==> src/rtl/kex_pkg.sv <==
// Package: types and constants shared by the KEXINIT name-list extractor.
package kex_pkg;

    localparam int unsigned CODE_OFFSET  = 5;
    localparam int unsigned LISTS_OFFSET = 22;
    localparam int unsigned FIFO_DEPTH   = 4;
    localparam int unsigned FIFO_AW      = $clog2(FIFO_DEPTH);

    localparam logic [7:0]  SEMICOLON      = 8'h3B;
    localparam logic [7:0]  KEXINIT_RESET  = 8'd20;
    localparam logic [11:0] MIN_LEN_RESET  = 12'd300;
    localparam logic [11:0] MAX_LEN_RESET  = 12'd2000;

    localparam logic [2:0]  LIST_SECOND    = 3'd2;
    localparam logic [2:0]  LIST_FOURTH    = 3'd4;
    localparam logic [2:0]  LIST_SIXTH     = 3'd6;

    typedef enum logic [1:0] {
        REG_KEXINIT_CODE = 2'd0,
        REG_MIN_PAYLOAD  = 2'd1,
        REG_MAX_PAYLOAD  = 2'd2
    } cfg_index_t;

    typedef struct packed {
        logic [7:0]  payload_byte;
        logic [11:0] pkt_len;
        logic        byte_is_last;
    } in_beat_t;

    typedef struct packed {
        logic [7:0] out_char;
        logic       string_end;
        logic       truncated;
        logic       last_of_item;
    } out_beat_t;

    typedef struct packed {
        logic [1:0] count;
        out_beat_t  first;
        out_beat_t  second;
    } push_t;

endpackage

==> src/rtl/kex_parse.sv <==
// Input register, per-packet parse state and result generation.
module kex_parse #(
    parameter int unsigned OFFSET_BITS = 12
) (
    input  logic              aclk,
    input  logic              aresetn,
    input  logic              s_valid,
    output logic              s_ready,
    input  kex_pkg::in_beat_t s_data,
    input  logic [7:0]        kexinit_code,
    input  logic [11:0]       min_payload,
    input  logic [11:0]       max_payload,
    input  logic              push_room,
    output kex_pkg::push_t    push
);
    import kex_pkg::*;

    logic                   in_vld_reg;
    in_beat_t               in_data_reg;
    logic                   advance;

    logic [OFFSET_BITS-1:0] offset_reg, offset_next;
    logic [2:0]             list_reg, list_next;
    logic                   lenf_reg, lenf_next;
    logic [31:0]            acc_reg, acc_next;
    logic [31:0]            rem_reg, rem_next;
    logic                   sel_reg, sel_next;
    logic                   done_reg, done_next;

    logic                   main_v, main_e, trunc_v;
    logic [7:0]             main_c;
    logic [31:0]            rem_dec;
    out_beat_t              main_beat, trunc_beat;

    assign advance = in_vld_reg && push_room;
    assign s_ready = !in_vld_reg || push_room;

    always_ff @(posedge aclk) begin
        if (!aresetn) begin
            in_vld_reg <= 1'b0;
        end else if (s_ready) begin
            in_vld_reg <= s_valid;
        end
        if (s_ready && s_valid) begin
            in_data_reg <= s_data;
        end
    end

    assign rem_dec = rem_reg - 32'd1;

    always_comb begin
        offset_next = offset_reg;
        list_next   = list_reg;
        lenf_next   = lenf_reg;
        acc_next    = acc_reg;
        rem_next    = rem_reg;
        sel_next    = sel_reg;
        done_next   = done_reg;
        main_v      = 1'b0;
        main_c      = in_data_reg.payload_byte;
        main_e      = 1'b0;
        trunc_v     = 1'b0;

        if (offset_reg == OFFSET_BITS'(CODE_OFFSET)) begin
            sel_next = (in_data_reg.pkt_len > min_payload) &&
                       (in_data_reg.pkt_len < max_payload) &&
                       (in_data_reg.payload_byte == kexinit_code);
        end else if (sel_reg && !done_reg && offset_reg >= OFFSET_BITS'(LISTS_OFFSET)) begin
            if (lenf_reg) begin
                acc_next = {acc_reg[23:0], in_data_reg.payload_byte};
                if (rem_reg >= 32'd3) begin
                    if (list_reg == LIST_SECOND || list_reg == LIST_FOURTH ||
                        list_reg == LIST_SIXTH) begin
                        main_v = 1'b1;
                        main_c = SEMICOLON;
                        main_e = (list_reg == LIST_SIXTH) && (acc_next == 32'd0);
                    end
                    if (acc_next == 32'd0) begin
                        list_next = list_reg + 3'd1;
                        lenf_next = 1'b1;
                        rem_next  = 32'd0;
                        done_next = (list_reg == LIST_SIXTH);
                    end else begin
                        lenf_next = 1'b0;
                        rem_next  = acc_next;
                    end
                    acc_next = 32'd0;
                end else begin
                    rem_next = rem_reg + 32'd1;
                end
            end else begin
                if (!list_reg[0]) begin
                    main_v = 1'b1;
                    main_e = (list_reg == LIST_SIXTH) && (rem_reg == 32'd1);
                end
                rem_next = rem_dec;
                if (rem_dec == 32'd0) begin
                    list_next = list_reg + 3'd1;
                    lenf_next = 1'b1;
                    acc_next  = 32'd0;
                    done_next = (list_reg == LIST_SIXTH);
                end
            end
        end

        if (offset_reg != {OFFSET_BITS{1'b1}}) begin
            offset_next = offset_reg + OFFSET_BITS'(1);
        end

        if (in_data_reg.byte_is_last) begin
            trunc_v     = sel_next && !done_next;
            offset_next = '0;
            list_next   = 3'd0;
            lenf_next   = 1'b1;
            acc_next    = 32'd0;
            rem_next    = 32'd0;
            sel_next    = 1'b0;
            done_next   = 1'b0;
        end
    end

    always_ff @(posedge aclk) begin
        if (!aresetn) begin
            offset_reg <= '0;
            list_reg   <= 3'd0;
            lenf_reg   <= 1'b1;
            acc_reg    <= 32'd0;
            rem_reg    <= 32'd0;
            sel_reg    <= 1'b0;
            done_reg   <= 1'b0;
        end else if (advance) begin
            offset_reg <= offset_next;
            list_reg   <= list_next;
            lenf_reg   <= lenf_next;
            acc_reg    <= acc_next;
            rem_reg    <= rem_next;
            sel_reg    <= sel_next;
            done_reg   <= done_next;
        end
    end

    always_comb begin
        main_beat.out_char      = main_c;
        main_beat.string_end    = main_e;
        main_beat.truncated     = 1'b0;
        main_beat.last_of_item  = !trunc_v;
        trunc_beat.out_char     = 8'd0;
        trunc_beat.string_end   = 1'b0;
        trunc_beat.truncated    = 1'b1;
        trunc_beat.last_of_item = 1'b1;

        push.second = trunc_beat;
        if (main_v) begin
            push.first = main_beat;
        end else begin
            push.first = trunc_beat;
        end
        if (!advance) begin
            push.count = 2'd0;
        end else begin
            push.count = {1'b0, main_v} + {1'b0, trunc_v};
        end
    end

endmodule

==> src/rtl/kex_fifo.sv <==
// Result queue: takes up to two beats per cycle while it has room, hands out one while m_ready is high.
module kex_fifo (
    input  logic               aclk,
    input  logic               aresetn,
    input  kex_pkg::push_t     push,
    output logic               push_room,
    output logic               m_valid,
    input  logic               m_ready,
    output kex_pkg::out_beat_t m_data
);
    import kex_pkg::*;

    out_beat_t            mem [FIFO_DEPTH];
    logic [FIFO_AW-1:0]   wr_reg, wr_next;
    logic [FIFO_AW-1:0]   rd_reg, rd_next;
    logic [FIFO_AW:0]     cnt_reg, cnt_next;
    logic                 pop;

    assign pop       = m_valid && m_ready;
    assign m_valid   = (cnt_reg != '0);
    assign m_data    = mem[rd_reg];
    assign push_room = (cnt_reg <= (FIFO_AW+1)'(FIFO_DEPTH - 2));

    always_comb begin
        wr_next  = wr_reg + FIFO_AW'(push.count);
        rd_next  = rd_reg + FIFO_AW'(pop);
        cnt_next = cnt_reg + (FIFO_AW+1)'(push.count) - (FIFO_AW+1)'(pop);
    end

    always_ff @(posedge aclk) begin
        if (!aresetn) begin
            wr_reg  <= '0;
            rd_reg  <= '0;
            cnt_reg <= '0;
        end else begin
            wr_reg  <= wr_next;
            rd_reg  <= rd_next;
            cnt_reg <= cnt_next;
        end
    end

    always_ff @(posedge aclk) begin
        if (push.count != 2'd0) begin
            mem[wr_reg] <= push.first;
        end
        if (push.count == 2'd2) begin
            mem[wr_reg + FIFO_AW'(1)] <= push.second;
        end
    end

endmodule

==> src/rtl/ssh_kexinit_namelist_extract.sv <==
// Top level: SSH KEXINIT name-list extractor with configuration registers.
//
//  channel   direction  handshake           payload
//  s_        in         s_valid / s_ready   payload_byte, pkt_len, byte_is_last
//  m_        out        m_valid / m_ready   out_char, string_end, truncated, last_of_item
//  cfg_      in         cfg_we              cfg_index, cfg_wdata
//
// One payload byte per cycle while s_ready is high: a beat is held in the input register,
// then its zero to two results enter a four-entry result queue.
// The first result becomes visible once the beat has passed the input register and been written into the queue.
// The result port drains one beat per cycle while m_ready is high, which bounds the rate when bytes yield two results.
// Synchronous active-low reset clears the parse state and restores register defaults.
// s_ready drops only while the queue holds more than two beats.
module ssh_kexinit_namelist_extract #(
    parameter int unsigned OFFSET_BITS = 12
) (
    input  logic               aclk,
    input  logic               aresetn,
    input  logic               s_valid,
    output logic               s_ready,
    input  kex_pkg::in_beat_t  s_data,
    output logic               m_valid,
    input  logic               m_ready,
    output kex_pkg::out_beat_t m_data,
    input  logic               cfg_we,
    input  logic [1:0]         cfg_index,
    input  logic [11:0]        cfg_wdata
);
    import kex_pkg::*;

    logic [7:0]  code_reg;
    logic [11:0] min_reg;
    logic [11:0] max_reg;
    push_t       push;
    logic        push_room;

    always_ff @(posedge aclk) begin
        if (!aresetn) begin
            code_reg <= KEXINIT_RESET;
            min_reg  <= MIN_LEN_RESET;
            max_reg  <= MAX_LEN_RESET;
        end else if (cfg_we) begin
            case (cfg_index)
                REG_KEXINIT_CODE: code_reg <= cfg_wdata[7:0];
                REG_MIN_PAYLOAD:  min_reg  <= cfg_wdata;
                REG_MAX_PAYLOAD:  max_reg  <= cfg_wdata;
                default: ;
            endcase
        end
    end

    kex_parse #(
        .OFFSET_BITS (OFFSET_BITS)
    ) u_parse (
        .aclk         (aclk),
        .aresetn      (aresetn),
        .s_valid      (s_valid),
        .s_ready      (s_ready),
        .s_data       (s_data),
        .kexinit_code (code_reg),
        .min_payload  (min_reg),
        .max_payload  (max_reg),
        .push_room    (push_room),
        .push         (push)
    );

    kex_fifo u_fifo (
        .aclk      (aclk),
        .aresetn   (aresetn),
        .push      (push),
        .push_room (push_room),
        .m_valid   (m_valid),
        .m_ready   (m_ready),
        .m_data    (m_data)
    );

endmodule
==> config.mk <==
export PLATFORM = sky130hd
export DESIGN_NAME = ssh_kexinit_namelist_extract
export DESIGN_NICKNAME = d
export VERILOG_FILES = /design/src/rtl/kex_pkg.sv /design/src/rtl/kex_parse.sv /design/src/rtl/kex_fifo.sv /design/src/rtl/ssh_kexinit_namelist_extract.sv
export SDC_FILE = /design/constraint.sdc
export NUM_CORES = 1
export LEC_CHECK = 0
export ABC_AREA = 0
export BUFFER_PORTS_ARGS = -buffer_cell sky130_fd_sc_hd__buf_2
export CAP_MARGIN = 5
export CORE_UTILIZATION = 55
export DETAILED_ROUTE_END_ITERATION = 10
export PLACE_DENSITY = 0.76
export SYNTH_ARGS = -nofsm -noshare
export SYNTH_HDL_FRONTEND = slang
export SYNTH_SLANG_ARGS = --single-unit
==> constraint.sdc <==
create_clock -name aclk -period 4.5 [get_ports aclk]
set_input_delay 1.35 -clock aclk [delete_from_list [all_inputs] [get_ports aclk]]
set_output_delay 1.35 -clock aclk [all_outputs]
set_load 0.005 [all_outputs]
==> results.cfg <==
[run_status]
status = completed

[critical_path]
slowest_delay_ps = 480
cp_common_cell = nor4_1
worst_setup_path_end_kind = register
cp_num_buf_inv = 1
worst_path_max_delay_cell = a2111oi_0
cp.required_ps = 4800
critPathTopFamily = simple AND/OR/NAND/NOR gates
cp_max_fo = 5
start_kind = register
cp.arrival_ps = 4580
crit_chain = xor2_1, nor4_1, nand4_1, a2111oi_0, o21ai_0, nor4_1, a31oi_1, nor4_1, ha_1, nand2_1, ha_1, inv_1, fa_1, xnor2_1, nor2_1
crit_type = reg -> reg

[route]
route.vias.total = 7693
drtIter0Drc = 608
routedWlPerCell_microns = 16.5
highest_layer = met4
routed_wl_microns = 22000
route.met3.wl_microns = 912
ant_nets = 0
vias_per_cell = 5.78
post-route-drc-count = 0
drt-met1-wl_microns = 10000
wl_met2_microns = 10700
dr.pass1.iters = 5

[timing]
period_minus_slack_ps = 4280
setup_slack_ps = 217
worstMarginPinSlew_ps = 1130
hold_viol = 0
fin_tns_setup_ps = 0
fmax_mhz = 233
setup_viol = 0
fin_skew_ps = 10.1
maxSlewHeadroom = 0.240
rsz0062_at_grt = no
slew_violations = 0
period_share = 0.952

[cts]
cts-root-buf = clkbuf_16
cts_resized = 0
cts_num_sinks = 179
cts_buffers = 17
clk_pin_slew_ps = 70
insertion_delay_ps = 430
ctsHtreeMaxLevel = 4
cts_setup_buffers = 0
cts-hold-fix-buffers = 0
clock_path_buffers = 2
cts_tree = built

[power_and_ir_drop]
power_density_mw_per_mm2 = 342
p_leak_nw = 4.48
total_power_mw = 3.54
ir_drop_mv = 0.336

[cells_and_area]
syn_to_final_growth_pct = 11.9
regArea_sq_mm = 0.00379
layout_common_cells = nand2_1 (165), dfxtp_1 (158), nor2_1 (124)
drive_above_1_share = 0.139
fin_util = 0.627
layout_commonest_cell = nand2_1
largest_reg_flops = 44
nets = 1179
multi_input_area_sq_mm = 0.00507
n_antenna_cell = 0
nFillCells = 1393

[die]
start_util = 0.560
rows = 47
ioPinCount = 53
dieArea_sq_mm = 0.0174
coreArea_sq_mm = 0.0165
die_h_microns = 132
die_width_microns = 132

[grt]
grt_pass1_vias = 7454
grt_util_all_layers = 0.261
grt_pass1_wl_microns = 36600
antenna_found_initial = 0
grt_start_max_net_pins = 59
grt_remaining_overflow = 0

[yosys]
syn_avg_cell_area_sq_um = 8.74
ys_dominant_reg_cell = dfxtp_1
syn_area_sq_mm = 0.00926
ys_ff_latch = 179
synth_fp_nets = 1140
yosys_warnings = 0
synth_edf_count = 21
async_reset_ff_frac = 0
synth_cell_type_count = 65
synth-seq-area-share = 0.410
syn_inst = 1060

[place]
gp_routability_congestion = 0.884
dp_slack_ps = 163
dp_hpwl_microns = 15400
port_buffers = 52

[worst_hold_path]
hold_path_class = reg -> reg

[flow_run]
cap_violations = 0
-- stage by stage --
step	hold WS, ps	cells	cell area (sq um)
detailed placement	448	1300	9780
floorplan	436	1060	9260
finish	456	1332	10400
global route	473	1332	10400
global placement	443	1300	9780
CTS	457	1332	10300
-- synthesized netlist by cell type (all sizes together), types with 2 or more instances --
cell type / number / area [sq um]
nand4b: 3 / 41.3
nor4: 28 / 203
mux4: 11 / 248
nand2b: 6 / 37.5
clkbuf: 50 / 188
and3: 10 / 62.6
a21oi: 40 / 200
o211ai: 14 / 105
o31a: 3 / 26.3
nor3: 16 / 90.1
or4: 8 / 67.6
o31ai: 6 / 45.0
o21ai: 45 / 259
a31oi: 3 / 18.8
nand3b: 4 / 30.0
ha: 39 / 488
buf: 13 / 68.8
inv: 43 / 161
o41a: 2 / 22.5
or2: 7 / 43.8
nand3: 4 / 20.0
nor2: 124 / 465
mux2i: 49 / 490
xnor2: 25 / 219
and2: 13 / 81.3
mux2: 3 / 33.8
nor2b: 4 / 25.0
edfxtp: 21 / 631
a22oi: 28 / 210
xor2: 20 / 175
and3b: 3 / 26.3
nor3b: 2 / 15.0
o21a: 25 / 188
a21o: 8 / 60.1
o22ai: 9 / 56.3
nand2: 165 / 619
nand4: 21 / 131
and4: 2 / 17.5
or3: 10 / 62.6
dfxtp: 158 / 3160
nor4b: 3 / 26.3
-- final timing paths --
path              cells past startpoint                end                     from  slack, ps
setup / recovery                     15  u_fifo.cnt_reg[2]  u_parse.in_data_reg[20]        220
hold / removal                        2         max_reg[1]               max_reg[1]        460
setup reg to reg                     15  u_fifo.cnt_reg[2]  u_parse.in_data_reg[20]        220
hold reg to reg                       2         max_reg[1]               max_reg[1]        460
-- report_power, final --
part / total (mW) / leakage (nW) / switching [mW] / internal, mW
clock: 1.45 / 0.272 / 0.672 / 0.781
sequential: 1.75 / 1.48 / 0.0765 / 1.67
combinational: 0.345 / 2.73 / 0.190 / 0.155
-- worst reg2reg max path, cell delays in order (launching register included) --
cell and delay (ps):
edfxtp_1 410, xor2_1 160, nor4_1 350, nand4_1 180, a2111oi_0 480, o21ai_0 170
nor4_1 470, a31oi_1 170, nor4_1 270, ha_1 300, nand2_1 170, ha_1 310
inv_1 60, fa_1 440, xnor2_1 160, nor2_1 50
-- cell type report --
class / count / area share
Clock buffer: 18 / 0.0414
Clock inverter: 14 / 0.0138
Inverter: 43 / 0.0156
Multi-Input combinational cell: 775 / 0.489
Sequential cell: 179 / 0.366
Tap cell: 220 / 0.0266
Timing Repair Buffer: 83 / 0.0476
-- routing by layer --
layer,track usage,up-vias
met3,0.0488,36
met1,0.335,3671
met5,0,-
li1,-,3801
met4,0.0827,0
met2,0.445,185
-- kinds of logic (layout without fill, tap and decap cells) --
| kind of cell | after synthesis | count (layout) | share of synthesized area |
|---|---|---|---|
| fa+ha+maj | 40 | 40 | 0.0549 |
| simple gates | 436 | 436 | 0.226 |
| xor+xnor | 45 | 45 | 0.0426 |
| buf+inv | 106 | 158 | 0.0451 |
| mux | 63 | 63 | 0.0834 |
| flops | 179 | 179 | 0.410 |
| compound gates | 191 | 191 | 0.138 |
Power figures use the tool's default switching activity.
